$ cat src/rtl/tea3_pkg.sv
// ----------------------------------------------------------------------------
// tea3_pkg
// Constants, tables and filter functions shared by the keystream generator.
// ----------------------------------------------------------------------------
package tea3_pkg;

    localparam int KEY_BYTES_DEF = 10;

    localparam logic [1:0] OP_RESTART  = 2'd0;
    localparam logic [1:0] OP_LOAD_IV  = 2'd1;
    localparam logic [1:0] OP_GENERATE = 2'd2;

    localparam logic [31:0] IV_MASK_WORD = 32'hC43A7D51;
    localparam logic [5:0]  FIRST_SKIP   = 6'd50;
    localparam logic [5:0]  NEXT_SKIP    = 6'd18;

    typedef struct packed {
        logic       start;
        logic       last;
    } t_step_ctl;

    localparam logic [7:0] SBOX [256] = '{
        8'h7D, 8'hBF, 8'h7B, 8'h92, 8'hAE, 8'h7C, 8'hF2, 8'h10,
        8'h5A, 8'h0F, 8'h61, 8'h7A, 8'h98, 8'h76, 8'h07, 8'h64,
        8'hEE, 8'h89, 8'hF7, 8'hBA, 8'hC2, 8'h02, 8'h0D, 8'hE8,
        8'h56, 8'h2E, 8'hCA, 8'h58, 8'hC0, 8'hFA, 8'h2A, 8'h01,
        8'h57, 8'h6E, 8'h3F, 8'h4B, 8'h9C, 8'hDA, 8'hA6, 8'h5B,
        8'h41, 8'h26, 8'h50, 8'h24, 8'h3E, 8'hF8, 8'h0A, 8'h86,
        8'hB6, 8'h5C, 8'h34, 8'hE9, 8'h06, 8'h88, 8'h1F, 8'h39,
        8'h33, 8'hDF, 8'hD9, 8'h78, 8'hD8, 8'hA8, 8'h51, 8'hB2,
        8'h09, 8'hCD, 8'hA1, 8'hDD, 8'h8E, 8'h62, 8'h69, 8'h4D,
        8'h23, 8'h2B, 8'hA9, 8'hE1, 8'h53, 8'h94, 8'h90, 8'h1E,
        8'hB4, 8'h3B, 8'hF9, 8'h4E, 8'h36, 8'hFE, 8'hB5, 8'hD1,
        8'hA2, 8'h8D, 8'h66, 8'hCE, 8'hB7, 8'hC4, 8'h60, 8'hED,
        8'h96, 8'h4F, 8'h31, 8'h79, 8'h35, 8'hEB, 8'h8F, 8'hBB,
        8'h54, 8'h14, 8'hCB, 8'hDE, 8'h6B, 8'h2D, 8'h19, 8'h82,
        8'h80, 8'hAC, 8'h17, 8'h05, 8'hFF, 8'hA4, 8'hCF, 8'hC6,
        8'h6F, 8'h65, 8'hE6, 8'h74, 8'hC8, 8'h93, 8'hF4, 8'h7E,
        8'hF3, 8'h43, 8'h9F, 8'h71, 8'hAB, 8'h9A, 8'h0B, 8'h87,
        8'h55, 8'h70, 8'h0C, 8'hAD, 8'hCC, 8'hA5, 8'h44, 8'hE7,
        8'h46, 8'h45, 8'h03, 8'h30, 8'h1A, 8'hEA, 8'h67, 8'h99,
        8'hDB, 8'h4A, 8'h42, 8'hD7, 8'hAA, 8'hE4, 8'hC2, 8'hD5,
        8'hF0, 8'h77, 8'h20, 8'hC3, 8'h3C, 8'h16, 8'hB9, 8'hE2,
        8'hEF, 8'h6C, 8'h3D, 8'h1B, 8'h22, 8'h84, 8'h2F, 8'h81,
        8'h1D, 8'hB1, 8'h3A, 8'hE5, 8'h73, 8'h40, 8'hD0, 8'h18,
        8'hC7, 8'h6A, 8'h9E, 8'h91, 8'h48, 8'h27, 8'h95, 8'h72,
        8'h68, 8'h0E, 8'h00, 8'hFC, 8'hC5, 8'h5F, 8'hF1, 8'hF5,
        8'h38, 8'h11, 8'h7F, 8'hE3, 8'h5E, 8'h13, 8'hAF, 8'h37,
        8'hE0, 8'h8A, 8'h49, 8'h1C, 8'h21, 8'h47, 8'hD4, 8'hDC,
        8'hB0, 8'hEC, 8'h83, 8'h28, 8'hB8, 8'hF6, 8'hA7, 8'hC9,
        8'h63, 8'h59, 8'hBD, 8'h32, 8'h85, 8'h08, 8'hBE, 8'hD3,
        8'hFD, 8'h4C, 8'h2C, 8'hFB, 8'hA0, 8'hC1, 8'h9D, 8'hB3,
        8'h52, 8'h8C, 8'h5D, 8'h29, 8'h6D, 8'h04, 8'hBC, 8'h25,
        8'h15, 8'h8B, 8'h12, 8'h9B, 8'hD6, 8'h75, 8'hA3, 8'h97
    };

    localparam logic [15:0] LOW_FILT [8] = '{
        16'h92A7, 16'hA761, 16'h974C, 16'h6B8C,
        16'h29CE, 16'h176C, 16'h39D4, 16'h7463
    };

    localparam logic [15:0] HIGH_FILT [8] = '{
        16'h9D58, 16'hA46D, 16'h176C, 16'h79C4,
        16'hC62B, 16'hB2C9, 16'h4D93, 16'h2E93
    };

    // output bit i looks at bits 5,6 of a and 5,6 of b rotated right by i
    function automatic logic [7:0] filt(input logic [15:0] pair, input logic high_sel);
        logic [7:0]  a;
        logic [7:0]  b;
        logic [3:0]  sel;
        logic [15:0] tab;
        logic [7:0]  res;
        a   = pair[7:0];
        b   = pair[15:8];
        res = 8'd0;
        for (int i = 0; i < 8; i++) begin
            sel    = {b[6], b[5], a[6], a[5]};
            tab    = high_sel ? HIGH_FILT[i] : LOW_FILT[i];
            res[i] = tab[sel];
            a      = {a[0], a[7:1]};
            b      = {b[0], b[7:1]};
        end
        return res;
    endfunction

    function automatic logic [7:0] shuffle(input logic [7:0] v);
        logic [7:0] r;
        r = 8'd0;
        r = r | ({v[1:0], 6'd0} & 8'h40);
        r = r | ({v[6:0], 1'b0} & 8'h20);
        r = r | ({v[5:0], 2'd0} & 8'h98);
        r = r | ({4'd0, v[7:4]} & 8'h04);
        r = r | ({3'd0, v[7:3]} & 8'h01);
        r = r | ({6'd0, v[7:6]} & 8'h02);
        return r;
    endfunction

endpackage

$ cat src/rtl/tea3_keystream_generator.sv
// ----------------------------------------------------------------------------
// tea3_keystream_generator
// TEA3 keystream generator with APB key registers and one shared step unit.
// ----------------------------------------------------------------------------
// Restart and load IV requests act on the step unit as they are accepted. A
// generate request runs one step of the key and state registers per cycle,
// with the step count set by FIRST_SKIP for the first byte after a restart and by NEXT_SKIP for each byte after that.
// The byte then waits in an output register; the next request is taken once
// it has gone.
module tea3_keystream_generator #(
    parameter int KEY_BYTES = tea3_pkg::KEY_BYTES_DEF
) (
    input  logic        i_clk,
    input  logic        i_rst_n,
    input  logic        i_valid,
    output logic        o_stall,
    input  logic [1:0]  i_op,
    input  logic [31:0] i_iv,
    output logic        o_valid,
    input  logic        i_stall,
    output logic [7:0]  o_gamma_byte,
    input  logic        psel,
    input  logic        penable,
    input  logic        pwrite,
    input  logic [3:0]  paddr,
    input  logic [63:0] pwdata,
    output logic [63:0] prdata,
    output logic        pready
);
    import tea3_pkg::*;

    localparam logic [3:0] ADDR_KEY_LOW  = 4'd0;
    localparam logic [3:0] ADDR_KEY_HIGH = 4'd8;

    logic [63:0] r_key_low;
    logic [15:0] r_key_high;
    logic        r_busy;
    logic [5:0]  r_count;
    logic [5:0]  r_skip;
    logic        r_out_valid;
    logic [7:0]  r_out;
    logic        accept;
    logic        wr;
    t_step_ctl   ctl;
    logic [79:0] key_all;
    logic [7:0]  top;

    assign pready  = 1'b1;
    assign wr      = psel && penable && pwrite;
    assign o_stall = r_busy || r_out_valid;
    assign accept  = i_valid && !o_stall;
    assign ctl.start = accept && (i_op == OP_GENERATE);
    assign ctl.last  = r_busy && (r_count == 6'd0);
    assign key_all = {r_key_high, r_key_low};
    assign o_valid = r_out_valid;
    assign o_gamma_byte = r_out;

    always_comb begin
        case (paddr)
            ADDR_KEY_LOW:  prdata = r_key_low;
            ADDR_KEY_HIGH: prdata = {48'd0, r_key_high};
            default:       prdata = 64'd0;
        endcase
    end

    always_ff @(posedge i_clk) begin
        if (!i_rst_n) begin
            r_key_low  <= 64'd0;
            r_key_high <= 16'd0;
        end else if (wr) begin
            if (paddr == ADDR_KEY_LOW) r_key_low <= pwdata;
            if (paddr == ADDR_KEY_HIGH) r_key_high <= pwdata[15:0];
        end
    end

    always_ff @(posedge i_clk) begin
        if (!i_rst_n) begin
            r_busy      <= 1'b0;
            r_count     <= 6'd0;
            r_skip      <= FIRST_SKIP;
            r_out_valid <= 1'b0;
        end else begin
            if (r_out_valid && !i_stall) r_out_valid <= 1'b0;
            if (accept && i_op == OP_RESTART) r_skip <= FIRST_SKIP;
            if (ctl.start) begin
                r_busy  <= 1'b1;
                r_count <= r_skip;
            end else if (ctl.last) begin
                r_busy      <= 1'b0;
                r_skip      <= NEXT_SKIP;
                r_out_valid <= 1'b1;
            end else if (r_busy) begin
                r_count <= r_count - 6'd1;
            end
        end
    end

    always_ff @(posedge i_clk) begin
        if (ctl.last) r_out <= {top[7:0]};
    end

    tea3_step_unit #(.KEY_BYTES(KEY_BYTES)) u_step (
        .i_clk      (i_clk),
        .i_rst_n    (i_rst_n),
        .i_load_key (accept && i_op == OP_RESTART),
        .i_key      (key_all[8*KEY_BYTES-1:0]),
        .i_load_iv  (accept && i_op == OP_LOAD_IV),
        .i_iv       (i_iv),
        .i_step     (r_busy),
        .o_next_top (top)
    );

`ifndef SYNTHESIS
    a_no_accept_busy: assert property (@(posedge i_clk) disable iff (!i_rst_n)
        r_busy |-> !accept) else $error("request taken while busy");
    a_out_hold: assert property (@(posedge i_clk) disable iff (!i_rst_n)
        (r_out_valid && i_stall) |=> (r_out_valid && $stable(r_out)))
        else $error("result dropped under stall");
    a_skip_legal: assert property (@(posedge i_clk) disable iff (!i_rst_n)
        (r_skip == FIRST_SKIP) || (r_skip == NEXT_SKIP)) else $error("bad skip count");
    a_done_valid: assert property (@(posedge i_clk) disable iff (!i_rst_n)
        ctl.last |=> (r_out_valid && !r_busy)) else $error("no result after run");
`endif

endmodule

$ cat src/rtl/tea3_step_unit.sv
// ----------------------------------------------------------------------------
// tea3_step_unit
// Key byte register and 64-bit state register, clocked one step per cycle while i_step is high.
// ----------------------------------------------------------------------------
module tea3_step_unit #(
    parameter int KEY_BYTES = tea3_pkg::KEY_BYTES_DEF
) (
    input  logic                     i_clk,
    input  logic                     i_rst_n,
    input  logic                     i_load_key,
    input  logic [8*KEY_BYTES-1:0]   i_key,
    input  logic                     i_load_iv,
    input  logic [31:0]              i_iv,
    input  logic                     i_step,
    output logic [7:0]               o_next_top
);
    import tea3_pkg::*;

    logic [7:0]  r_kreg [KEY_BYTES];
    logic [63:0] r_state;
    logic [7:0]  sfb;
    logic [7:0]  ffb;
    logic [7:0]  mix;
    logic [7:0]  fb;
    logic [31:0] lo;
    logic [31:0] lo_rot;
    logic [63:0] iv_s;

    assign sfb    = SBOX[r_kreg[2] ^ r_kreg[7]] ^ r_kreg[0];
    assign ffb    = filt(r_state[23:8], 1'b0);
    assign mix    = filt(r_state[55:40], 1'b1);
    assign fb     = ffb ^ r_state[63:56] ^ shuffle(r_state[39:32]) ^ sfb;
    assign lo     = i_iv ^ IV_MASK_WORD;
    assign lo_rot = {lo[23:0], lo[31:24]};
    assign iv_s   = {i_iv, lo_rot};
    // top byte once the step in progress has been taken
    assign o_next_top = r_state[55:48];

    always_ff @(posedge i_clk) begin
        if (!i_rst_n) begin
            for (int k = 0; k < KEY_BYTES; k++) r_kreg[k] <= 8'd0;
            r_state <= 64'd0;
        end else if (i_load_key) begin
            for (int k = 0; k < KEY_BYTES; k++) r_kreg[k] <= i_key[8*k +: 8];
            r_state <= 64'd0;
        end else if (i_load_iv) begin
            r_state <= {iv_s[7:0], iv_s[63:8]};
        end else if (i_step) begin
            for (int k = 0; k < KEY_BYTES - 1; k++) r_kreg[k] <= r_kreg[k+1];
            r_kreg[KEY_BYTES-1] <= sfb;
            r_state <= {r_state[55:40], r_state[39:32] ^ mix, r_state[31:0], fb};
        end
    end

endmodule
$ cat config.mk
export PLATFORM = sky130hd
export DESIGN_NAME = tea3_keystream_generator
export DESIGN_NICKNAME = d
export VERILOG_FILES = /design/src/rtl/tea3_pkg.sv /design/src/rtl/tea3_keystream_generator.sv /design/src/rtl/tea3_step_unit.sv
export SDC_FILE = /design/constraint.sdc
export NUM_CORES = 1
export LEC_CHECK = 0
export BUFFER_PORTS_ARGS = -buffer_cell sky130_fd_sc_hd__buf_2
export CAP_MARGIN = 20
export CORE_ASPECT_RATIO = 1.25
export CORE_MARGIN = 1.5
export CORE_UTILIZATION = 50
export DETAILED_ROUTE_END_ITERATION = 10
export PLACE_DENSITY = 0.66
export RECOVER_POWER = 50
export REMOVE_ABC_BUFFERS = 1
export SLEW_MARGIN = 25
export SYNTH_ARGS = -nofsm -noshare
export SYNTH_HDL_FRONTEND = slang
export SYNTH_SLANG_ARGS = --single-unit
export TNS_END_PERCENT = 30
$ cat constraint.sdc
create_clock -name i_clk -period 4.1 [get_ports i_clk]
set_clock_uncertainty 0.15 [all_clocks]
set_input_delay 0.205 -clock i_clk [delete_from_list [all_inputs] [get_ports i_clk]]
set_output_delay 0.205 -clock i_clk [all_outputs]
set_load 0.02 [all_outputs]
==> Word-level counts from Yosys, hierarchy flattened <==
Memory sizes are Yosys's and may differ from the RTL's. A register that Yosys moved wholly into a read port is not among the register bits.
Index checks and enable logic that the tools add are counted.
{ "word_totals": {"reg_bits": 166, "mem_bits_rw": 80, "romBits": 2304, "inputBits": 109, "output_inout_bits": 75, "wordCells": 196, "n_memories": 18} }
{ "memory_table": {"columns": ["name", "depth", "word_bits", "rd", "rd_ports_with_merged_regs", "wr", "line_no", "text"], "rows": [
  ["(name not given)", 256, 8, 1, 0, 0, "tea3_step_unit.sv:29", "assign sfb = SBOX[r_kreg[2] ^ r_kreg[7]] ^ r_kreg[0];"],
  ["u_step.r_kreg", 10, 8, 10, 0, 10, "tea3_step_unit.sv:19", "logic [7:0] r_kreg [KEY_BYTES];"],
  ["(name not given)", 16, 1, 1, 1, 0, "tea3_pkg.sv:80", "res[i] = tab[sel];"],
  ["(name not given)", 16, 1, 1, 1, 0, "tea3_pkg.sv:80", null],
  ["(name not given)", 16, 1, 1, 1, 0, "tea3_pkg.sv:80", null],
  ["(name not given)", 16, 1, 1, 1, 0, "tea3_pkg.sv:80", null],
  ["12 more memories", null, null, null, null, null, null, null]
]} }
{ "classes": {"addsub": 1, "n_lt_le_gt_ge": 17, "n_eq_ne": 4, "mux": 93, "n_bitwise": 34, "n_reduce_logical": 21} }
{ "ops": {"columns": ["op", "count"], "rows": [
  ["8-bit two-way mux", 22],
  ["4-bit two-way mux", 32],
  ["64-bit two-way mux", 2],
  ["64-bit one-hot mux with 2 select lines", 1],
  ["4-bit by 5-bit less-than comparator with 1-bit output, second input constant", 16],
  ["8-bit XOR", 6],
  ["6-bit two-way mux", 6],
  ["1-bit two-way mux", 30],
  ["1-bit bitwise OR", 20],
  ["16-bit inverter", 1],
  ["9-bit greater-or-equal comparator, second input constant", 1],
  ["8-bit inverter with 9-bit output", 1],
  ["1-bit logical AND", 8],
  ["8-bit by 1-bit bitwise OR with 8-bit output", 1],
  ["8-bit by 2-bit bitwise OR with 8-bit output", 1],
  ["8-bit by 3-bit bitwise OR with 8-bit output", 1],
  ["8-bit bitwise OR", 1],
  ["7-bit by 6-bit bitwise OR with 7-bit output", 1],
  ["6-bit zero test", 1],
  ["2-bit AND reduction", 3],
  ["2-bit nonzero test", 3],
  ["6-bit by 1-bit subtractor with 6-bit output, second input constant", 1],
  ["4-bit == test, second input constant", 1],
  ["4-bit zero test", 1],
  ["other kinds (8)", 9]
]} }

==> Depth between registers and ports, before layout <==
Gate-level depths: netlist of the first run.
An unclocked memory read counts as a cell.
{ "logic_depth": {"word_depth": 12, "ltp_mapped": 15, "mapped_depth_nobuf": 12} }

==> Cells and area by module <==
A second synthesis of the first run with hierarchy kept.
{ "unflattened": {"hier_cells": 1787, "area_unflattened_um2": 15444.8} }
{ "modules_own_cells": {"columns": ["module", "instances", "cells_per_inst", "area_per_inst_um2", "seq_area_each_um2"], "rows": [
  ["tea3_step_unit", 1, 1283, 11315.9, 4003.8],
  ["tea3_keystream_generator", 1, 504, 4129.0, 2122.0]
]} }

==> Worst setup path after synthesis of the first run <==
Ideal clock, no wire load.
{ "synth_path": {"path_type": "reg2reg", "from": "register r_busy", "to": "memory u_step.r_kreg[0][0] (enable)", "setup_ns": 0.753, "arrival_ns": 2.846, "t_required_ns": 3.197, "setup_slack_ns": 0.351, "path_stages_with_launch": 9, "path_buffers": 3, "synth_period_minus_slack_ns": 3.749, "cell_sequence": "dfxtp_1 -> clkbuf_1 -> nor2_1 -> nand2_1 -> nor3_1 -> nor2b_1 -> clkbuf_1 -> clkbuf_1 -> nand2b_1"} }
{ "synth_lines": {"columns": ["element", "line_no", "text"], "rows": [
  ["start: declaration", "tea3_keystream_generator.sv:37", "logic r_busy;"],
  ["start signal: assignment", "tea3_keystream_generator.sv:78", "r_busy <= 1'b0;"],
  ["start signal: assignment", "tea3_keystream_generator.sv:86", "r_busy <= 1'b1;"],
  ["start signal: assignment", "tea3_keystream_generator.sv:89", "r_busy <= 1'b0;"],
  ["end: declaration", "tea3_step_unit.sv:19", null]
]} }

==> Worst setup path in the final report of the first run <==
{ "layout_path": {"from": "input port paddr[1]", "to": "output port prdata[6]"} }
{ "layout_via": {"elab_chain_cells": 2, "elab_cells_between_ends": 3, "classes_between": "1 x eq/ne; 1 x mux; 1 x reduce/logical"} }
{ "layout_lines": {"columns": ["element", "line_no", "text"], "rows": [
  ["start: declaration", "tea3_keystream_generator.sv:25", "input logic [3:0] paddr,"],
  ["4-bit == test / 4-bit zero test (equally long branches)", "tea3_keystream_generator.sv:59", "case (paddr)"],
  ["64-bit one-hot mux with 2 select lines (*)", "tea3_keystream_generator.sv:59", null],
  ["end: declaration", "tea3_keystream_generator.sv:27", "output logic [63:0] prdata,"]
]} }
Mark *: on every way between the ends. The rest lies on a longest branch, timed or not.

==> results.cfg, run 1 <==
[status]
status = complete, but fails checks
violations = capacitance limit, slew limit

[placed_design]
portBuffers = 182
routabilityCongestion = 1.044
dp_cells = 2307
dp_hpwl_um = 40260

[routing]
drt-initial-drc-count = 1596
wl_per_cell_um = 24.24
vias = 15330
dr.pass1.iters = 8
routed_wl_um = 59510
drc = 0
vias_per_cell = 6.246
ant_nets = 0

[clock_network]
worstSkewPairLatency_ps = 540
cts_tree = done
numClockSinks = 262
cts_max_level = 1
root_buffer = clkbuf_16
numCtsBuffers = 27
clock_path_buffers = 3
cts.clk_slew.worst_paths_ps = 60
cts_post_setup_buffers_inserted = 0

[logic_synthesis]
synth_area_um2 = 15410
synth_seq_cells = 262
async_flop_share_pct = 0
synth_edf_count = 88
yosys_warnings = 0
syn_inst = 1734
avgSynthCellArea_um2 = 8.890
ys.flop_type = dfxtp_1
ys_seq_area_share_pct = 39.74
synth_cell_types = 78

[power]
ir_worst_vdd_v = 0.0005012
p_total_uw = 7912
powerDensity_nw_per_um2 = 410.1
leakage_uw = 0.007500

[die]
pin_count = 184
die_area_um2 = 31900
die_h_um = 199.3
coreArea_um2 = 30200
initial_core_util_pct = 51.04
die_x_um = 160.0
rows = 71

[critical_path]
timing.rr.end = u_step.r_kreg[0][73]$_DFFE_PP_
crit_type = input port to primary output
rrSetupSlack_ps = 180
worstPathRequired_ps = 3740
critPathArrivalTime_ps = 3630
cp-start-kind = input port
r2r_cells = 14
r2r-start = u_step.r_kreg[0][56]$_SDFFCE_PN0P_
critPathCaptureType = primary output
crit_fanout = 65

[hold_path]
min_path_cells = 4
min_from = i_op[0]
worstHoldEndpoint = r_count[2]$_SDFFE_PN0P_
hold_class = input port to register

[sta]
final-hold-violation-count = 0
worst_slew_margin_rel_pct = -83.85
tightest_slew_ps = 2758
max_freq_mhz = 251.1
drv_slew = 97
finalCritPeriodShare_pct = 97.13
setup_violations = 0
fin_crit_ps = 3982
rsz0062_at_grt = false

[cells_and_area]
diodes = 0
final_cells = 2455
syn_to_final_growth_pct = 25.15
drive_gt1_share_pct = 17.92
fin_nets = 2189

[global_route]
grt_max_degree = 94
grt_pass1_wl_um = 90180
grt_pass1_vias = 15180
antenna_found_initial = 0
gr-usage-all-layers_pct = 36.77
grt-ovfl-total = 0

[job]
cap_violations = 2
-- stage by stage --
| step | hold slack, ps | setup slack (ps) | area [um2] | setup TNS (ps) | util, % |
|---|---|---|---|---|---|
| after floorplan | 116.9 | -2583 | 14770 | -510240 | - |
| after detailed placement | 272.3 | 325.2 | 17500 | 0 | 57.93 |
| after global routing | 55.11 | 21.99 | 19290 | 0 | 63.87 |
| after global placement | 258.1 | 325.4 | 17500 | 0 | 57.93 |
| after CTS | 17.93 | 297.2 | 19390 | 0 | 64.19 |
| final | 36.35 | 117.5 | 19290 | 0 | 63.87 |
-- sequential cells by signal, summed over array words and instances, names as in the netlist --
signal          flops
o_gamma_byte        8
o_valid             1
r_busy              1
r_count             6
r_key_high         16
r_key_low          64
r_skip              6
u_step.ffb          8
u_step.mix          8
u_step.r_kreg      80
u_step.r_state     64
-- worst max path at each step --
stage / start / endpoint / slack [ps] / depth (start not counted)
detailed placement: u_step.r_kreg[0][57]$_SDFFCE_PN0P_ / u_step.r_state[4]$_SDFFE_PP0N_ / 330 / 14
floorplan: paddr[0] / r_key_low[0]$_SDFFE_PN0P_ / -2580 / 4
CTS: u_step.r_kreg[0][57]$_SDFFCE_PN0P_ / u_step.r_state[4]$_SDFFE_PP0N_ / 300 / 14
global route: paddr[1] / r_key_low[46]$_SDFFE_PN0P_ / 20 / 7
global placement: u_step.r_kreg[0][56]$_SDFFCE_PN0P_ / u_step.r_state[0]$_SDFFE_PP0N_ / 330 / 13
finish: paddr[1] / prdata[6] / 120 / 5
-- kinds of logic (layout without fill, tap and decap cells) --
kind of cell	Yosys count	after routing	share of synthesized area (%)
simple gates	534	534	15.45
xor+xnor	61	61	3.921
buf+inv	192	512	5.300
flops	262	262	39.74
mux	80	80	6.015
compound gates	557	557	25.74
fa+ha+maj	47	47	3.815
other cells	1	1	0.02433
-- metal layers --
layer	track usage (%)	routed length, um	vias up
met5	0	0	-
met4	19.49	3351	0
met3	5.002	4526	198
met2	61.84	28160	804
met1	46.11	23470	7418
li1	-	-	6913
-- worst max-delay path: stages --
cell and delay (ps):
clkbuf_1 90, nor4_1 580, clkbuf_1 2000, a22o_1 520, buf_2 210
-- cells in the final DEF (no fill, tap or decap), types with 37 or more instances in the layout --
cell type      Yosys  final
ha_1              47     47
dlygate4sd3_1      0     98
a22o_1            90     90
nor2_1            97     97
mux2i_1           60     60
dfxtp_1          174    174
a21oi_1          105    105
a21boi_0          83     83
o21ai_0           74     74
and2_1            56     43
buf_4              3    117
clkbuf_1          96     50
nand2_1          268    268
a211oi_1          52     52
xnor2_1           40     37
edfxtp_1          88     88
inv_1             41     41
buf_2             32    141
-- synth_stat cells (32+ instances only) --
library cell	instances	area (um2)
nand2_1	268	1006
dfxtp_1	174	3483
a21oi_1	105	525.5
nor2_1	97	364.1
clkbuf_1	96	360.4
a22o_1	90	788.3
edfxtp_1	88	2643
a21boi_0	83	623.1
o21ai_0	74	370.4
mux2i_1	60	600.6
and2_1	56	350.3
a211oi_1	52	390.4
ha_1	47	588.1
inv_1	41	153.9
xnor2_1	40	350.3
nor3_1	36	180.2
buf_2	32	160.2
-- timing repair --
action                    in CTS  in global routing
hold buffers                  98                  0
hold endpoints to repair     135                  0
gates resized for setup        0                  0
-- layout make-up --
class                   instances  area (um2)
fillers                      2463       10910
inverters                      45       168.9
flip-flops and latches        262        6126
repair buffers                417        3040
multi-input cells            1280        8546
well taps                     401       501.7
clock buffers                  39       792.0
clock inverters                11       117.6
-- report_power, final --
group | switching, uW | leakage, uW | internal (uW)
Sequential | 96.4 | 0.00233 | 2820
Clock | 1030 | 0.000447 | 1470
Combinational | 1490 | 0.00472 | 999
Power figures use the tool's default switching activity.
==> inputs of run 2 (changes only) <==
CORE_MARGIN = not set   (was 1.5)
==> run 2 against run 1 <==
The run still ends with capacitance limit, slew limit left. Design area is 0.45% higher. Count of clock-buffer cells in the layout stayed put. Die area is 1.1% lower. Highest routed layer unchanged. Critical endpoint is now u_step.r_state[7]$_SDFFE_PP0N_. Largest power group unchanged.
==> results.cfg, run 2 (synthesis results as in run 1) <==
[routing]
wl_per_cell_um = 24.55
drc = 0
routed_wl_um = 60560
drt-initial-drc-count = 1436
vias_per_cell = 6.242
vias = 15400
ant_nets = 0
dr.pass1.iters = 6

[clock_network]
cts_post_setup_buffers_inserted = 0
clock_path_buffers = 3
root_buffer = clkbuf_16
worstSkewPairLatency_ps = 540
numCtsBuffers = 26
cts_max_level = 1
cts_tree = done
cts.clk_slew.worst_paths_ps = 70
numClockSinks = 262

[critical_path]
timing.rr.end = u_step.r_state[7]$_SDFFE_PP0N_
crit_chain = xor2_4, inv_2, buf_4, nand2_1, buf_4, o311ai_0, nor3_1, or4_1, o31ai_1, buf_4, xor2_1, xnor2_1, a211oi_2
critPathArrivalTime_ps = 4270
crit_family = simple AND/OR/NAND/NOR gates
cpMostUsedCell = buf_4
crit_fanout = 31
path_depth = 13
cp-start-kind = register
rrSetupSlack_ps = 140
critPathBufInv = 4
crit_type = register to register
worstPathRequired_ps = 4410
max_stage_delay_ps = 490
cp_slowest_cell = edfxtp_1
r2r_cells = 13
crit_end = u_step.r_state[7]$_SDFFE_PP0N_
r2r-start = u_step.r_kreg[0][58]$_SDFFCE_PN0P_
setup.worst_path.start = u_step.r_kreg[0][58]$_SDFFCE_PN0P_
critPathCaptureType = register

[sta]
finalCritPeriodShare_pct = 96.68
tightest_slew_ps = 2768
fin_crit_ps = 3964
max_freq_mhz = 252.3
final-hold-violation-count = 0
setup_violations = 0
worst_slew_margin_rel_pct = -84.52
rsz0062_at_grt = false
drv_slew = 66

[power]
ir_worst_vdd_v = 0.0003441
leakage_uw = 0.007575
p_total_uw = 7949
powerDensity_nw_per_um2 = 410.2

[cells_and_area]
final_cells = 2467
final_common_cell = nand2_1
largest_reg_flops = 80
largest_register = u_step.r_kreg
drive_gt1_share_pct = 18.84
fillers = 2385
top_regs = u_step.r_kreg: 80 flops, r_key_low: 64 flops, u_step.r_state: 64 flops
fin_nets = 2201
final_cell_mix = nand2_1, dfxtp_1, buf_2, buf_4, a21oi_1
syn_to_final_growth_pct = 25.72

[global_route]
grt_pass1_wl_um = 91380
gr-usage-all-layers_pct = 37.99
grt_pass1_vias = 15140
grt-ovfl-total = 0
antenna_found_initial = 1
grt_max_degree = 93

[hold_path]
hold_class = input port to register
min_from = i_op[0]

[die]
die_h_um = 198.3
rows = 71
die_x_um = 159.0
die_area_um2 = 31540
coreArea_um2 = 30200
pin_count = 184
initial_core_util_pct = 51.04

[placed_design]
dp_hpwl_um = 40730
dp_cells = 2321
routabilityCongestion = 1.076
portBuffers = 182

[status]
status = complete, but fails checks
violations = capacitance limit, slew limit

[job]
cap_violations = 1
run 2: cell types whose count changed in the layout (fill, tap and decap cells not counted), moves of 2 or more:
cell and change:
buf_4 +19, and2_0 -6, and2_1 +5, buf_12 -4, clkbuf_2 +3, inv_6 -3, bufinv_16 +2, clkbuf_1 -2
clkbuf_8 -2
run 2: worst min-delay path by stage:
stage,to,slack (ps),cells past startpoint
after global routing,u_step.r_state[29]$_SDFFE_PP0N_,10,3
after floorplan,r_skip[5]$_SDFF_PN1_,120,1
after CTS,u_step.r_state[29]$_SDFFE_PP0N_,8,3
final,r_skip[5]$_SDFF_PN1_,20,4
after global placement,u_step.r_state[63]$_SDFFE_PP0N_,260,2
after detailed placement,u_step.r_state[63]$_SDFFE_PP0N_,270,2
run 2: worst reg2reg max path, cell delays in order, from the launching register on:
cell      delay, ps
edfxtp_1        490
xor2_4          240
inv_2           110
buf_4           380
nand2_1         400
buf_4           260
o311ai_0        340
nor3_1          100
or4_1           470
o31ai_1         120
buf_4           180
xor2_1          250
xnor2_1         140
a211oi_2        230
run 2: area by class of cell:
type                            instances  area, um2  area share [%]
Antenna cell                            1      2.502         0.01291
Clock buffer                           39      772.0           3.983
Clock inverter                          9      148.9          0.7683
Inverter                               45      168.9          0.8716
Multi-Input combinational cell       1280       8563           44.19
Sequential cell                       262       6130           31.63
Tap cell                              401      501.7           2.589
Timing Repair Buffer                  430       3093           15.96
run 2: report_power, final:
part	internal, uW	leakage, uW	switching, uW
clock network	1550	0.000452	1020
logic	978	0.00479	1480
registers	2820	0.00233	96.1
run 2: metrics by stage:
| step | area [um2] | hold WS, ps | utilization (%) | TNS, ps | setup slack [ps] |
|---|---|---|---|---|---|
| finish | 19380 | 23.87 | 64.16 | 0 | 136.2 |
| global route | 19380 | 14.13 | 64.16 | 0 | 17.34 |
| CTS | 19440 | 8.279 | 64.37 | 0 | 260.5 |
| detailed placement | 17550 | 267.4 | 58.11 | 0 | 263.3 |
| global placement | 17550 | 259.6 | 58.11 | 0 | 208.8 |
| floorplan | 14770 | 116.9 | - | -510240 | -2583 |
run 2: per-layer routing:
layer	wire length [um]	vias to the layer above	global-route usage [%]
li1	-	6917	-
met1	23140	7448	46.77
met2	29190	834	64.15
met3	4727	199	5.467
met4	3497	0	21.12
met5	0	-	0
run 2: timing repair:
action                                  4_1_cts  5_1_grt
gates resized for setup                       0        1
endpoints found under the hold margin       125        0
endpoints found under the setup margin        0        1
hold buffers                                 97        0
==> inputs of run 3 (changes only) <==
CORE_MARGIN = 8   (was not set)
==> run 3 against run 2 <==
Via count decreased by 1.4%. Highest routed layer unchanged. Design area decreased by 1.5%. Cell count decreased by 0.85%. Critical path depth unchanged. Wire length decreased by 0.81%. Sequential share of layout area increased by 0.47 points. Sequential power about the same. Die area increased by 16%. The run still ends with capacitance limit, slew limit left. Largest cell class unchanged.
==> results.cfg, run 3 (synthesis results as in run 1) <==
[status]
status = complete, but fails checks
violations = capacitance limit, slew limit

[sta]
max_freq_mhz = 256.3
rsz0062_at_grt = false
setup_violations = 0
hold_slack_ps = 45.61
finalCritPeriodShare_pct = 95.15
drv_slew = 81
final-hold-violation-count = 0
tightest_slew_ps = 3015
worst_slew_margin_rel_pct = -101.0
fin_crit_ps = 3901

[critical_path]
critPathCaptureType = register
crit_fanout = 10
critPathArrivalTime_ps = 4190
cp-start-kind = register
crit_chain = xor2_2, buf_4, ha_1, clkinv_1, buf_4, mux2i_1, a211oi_1, nor4_1, o311ai_1, o31ai_1, xnor2_1, xnor2_1, o21ai_1
max_stage_delay_ps = 560
cp_slowest_cell = mux2i_1
worstPathRequired_ps = 4390
crit_type = register to register

[job]
cap_violations = 1

[routing]
vias_per_cell = 6.209
drc = 0
dr.pass1.iters = 5
wl_met3_um = 4781
ant_nets = 0
drt-met1-wl_um = 23380
wl_per_cell_um = 24.56
routed_wl_um = 60070
vias = 15190
wl_met2_um = 28320
routed.top_layer = met4
drt-initial-drc-count = 1590

[power]
leakage_uw = 0.007332
ir_worst_vdd_v = 0.0003247
seqPwrFrac_pct = 37.8
p_int_uw = 5118
p_sw_uw = 2602
power_frac_comb_pct = 30.9
powerDensity_nw_per_um2 = 404.5
switching_share_pct = 33.70
clkPwrFrac_pct = 31.3

[placed_design]
portBuffers = 182
dp_hpwl_um = 41190
placed_cell_area_um2 = 17300
routabilityCongestion = 1.100

[clock_network]
clock_path_buffers = 3
cts_resized = 0
numCtsBuffers = 27
numClockSinks = 262
cts_max_level = 1
root_buffer = clkbuf_16
cts_tree = done
worstSkewPairLatency_ps = 560
cts.clk_slew.worst_paths_ps = 60
cts_post_setup_buffers_inserted = 0

[die]
die_h_um = 212.3
die_x_um = 173.0
coreArea_um2 = 30630
die_area_um2 = 36740
initial_core_util_pct = 50.33
pin_count = 184
rows = 72

[global_route]
grt_max_degree = 81
antenna_found_initial = 1
gr-usage-all-layers_pct = 31.64
grt-ovfl-total = 0
grt_pass1_vias = 15080
grt_pass1_wl_um = 91450

[cells_and_area]
fin_nets = 2173
design_area_um2 = 19080
largest_reg_flops = 80
syn_to_final_growth_pct = 23.81
final_common_cell = nand2_1
largest_register = u_step.r_kreg
drive_gt1_share_pct = 16.68
final_cell_mix = nand2_1, dfxtp_1, buf_2, a21oi_1, dlygate4sd3_1
top_regs = u_step.r_kreg: 80 flops, r_key_low: 64 flops, u_step.r_state: 64 flops
final_core_util_pct = 62.31

[hold_path]
hold_class = input port to register
-- run 3: cell types whose count changed in the layout (fill, tap and decap cells not counted), sizes merged --
cell / delta
clkbuf: +6
buf: -43
dlygate4sd3: +5
clkinv: +5
inv: +1
clkinvlp: +1
bufinv: -2
-- run 3: final timing paths --
kind	from	end	slack [ps]	cells past startpoint
min	i_op[0]	r_count[2]$_SDFFE_PN0P_	50	4
max reg2reg	u_step.r_kreg[0][57]$_SDFFCE_PN0P_	u_step.r_state[6]$_SDFFE_PP0N_	200	13
min reg2reg	r_skip[1]$_SDFF_PN1_	r_skip[1]$_SDFF_PN1_	310	1
max	u_step.r_kreg[0][57]$_SDFFCE_PN0P_	u_step.r_state[6]$_SDFFE_PP0N_	200	13
-- run 3: cell type report --
| class | instances | area, um2 |
|---|---|---|
| Tap cell | 407 | 509.2 |
| Clock buffer | 36 | 729.5 |
| Timing Repair Buffer | 401 | 2864 |
| Fill cell | 2549 | 11540 |
| Multi-Input combinational cell | 1280 | 8563 |
| Sequential cell | 262 | 6126 |
| Clock inverter | 14 | 121.4 |
| Inverter | 45 | 168.9 |
| Antenna cell | 1 | 2.502 |
-- run 3: what timing repair did --
item / CTS / global route
endpoints found under the hold margin: 139 / 0
setup endpoints to repair: 0 / 0
hold buffers: 102 / 0
-- run 3: per-layer routing --
metal / vias up / track usage [%]
met5: - / 0
met4: 0 / 17.69
met3: 175 / 5.436
met2: 790 / 51.93
met1: 7350 / 39.25
li1: 6871 / -
-- run 3: power by group through the flow --
| stage | sequential [uW] | clock (uW) | combinational, uW |
|---|---|---|---|
| floorplan | 2950 | 0 | 1250 |
| global placement | 2960 | 0 | 2260 |
| detailed placement | 2970 | 0 | 2220 |
| CTS | 2910 | 2430 | 2310 |
| global route | 2920 | 2550 | 2510 |
| finish | 2920 | 2420 | 2390 |
-- run 3: metrics by stage --
step                      power (uW)  worst slack (ps)  TNS [ps]  std cells
after floorplan                 4199             -2583   -510240       1587
after global placement          5219             291.6         0       2293
after detailed placement        5191             392.9         0       2293
after CTS                       7658             370.1         0       2445
after global routing            7983             61.85         0       2446
final                           7720             198.9         0       2446
-- run 3: critical path: cells and delay by family (launching register included) --
kind / cells / cell delay, ps
simple gates: 1 / 360
compound gates: 4 / 580
mux: 1 / 560
fa+ha+maj: 1 / 310
xor+xnor: 3 / 780
buf+inv: 3 / 600
flops: 1 / 440
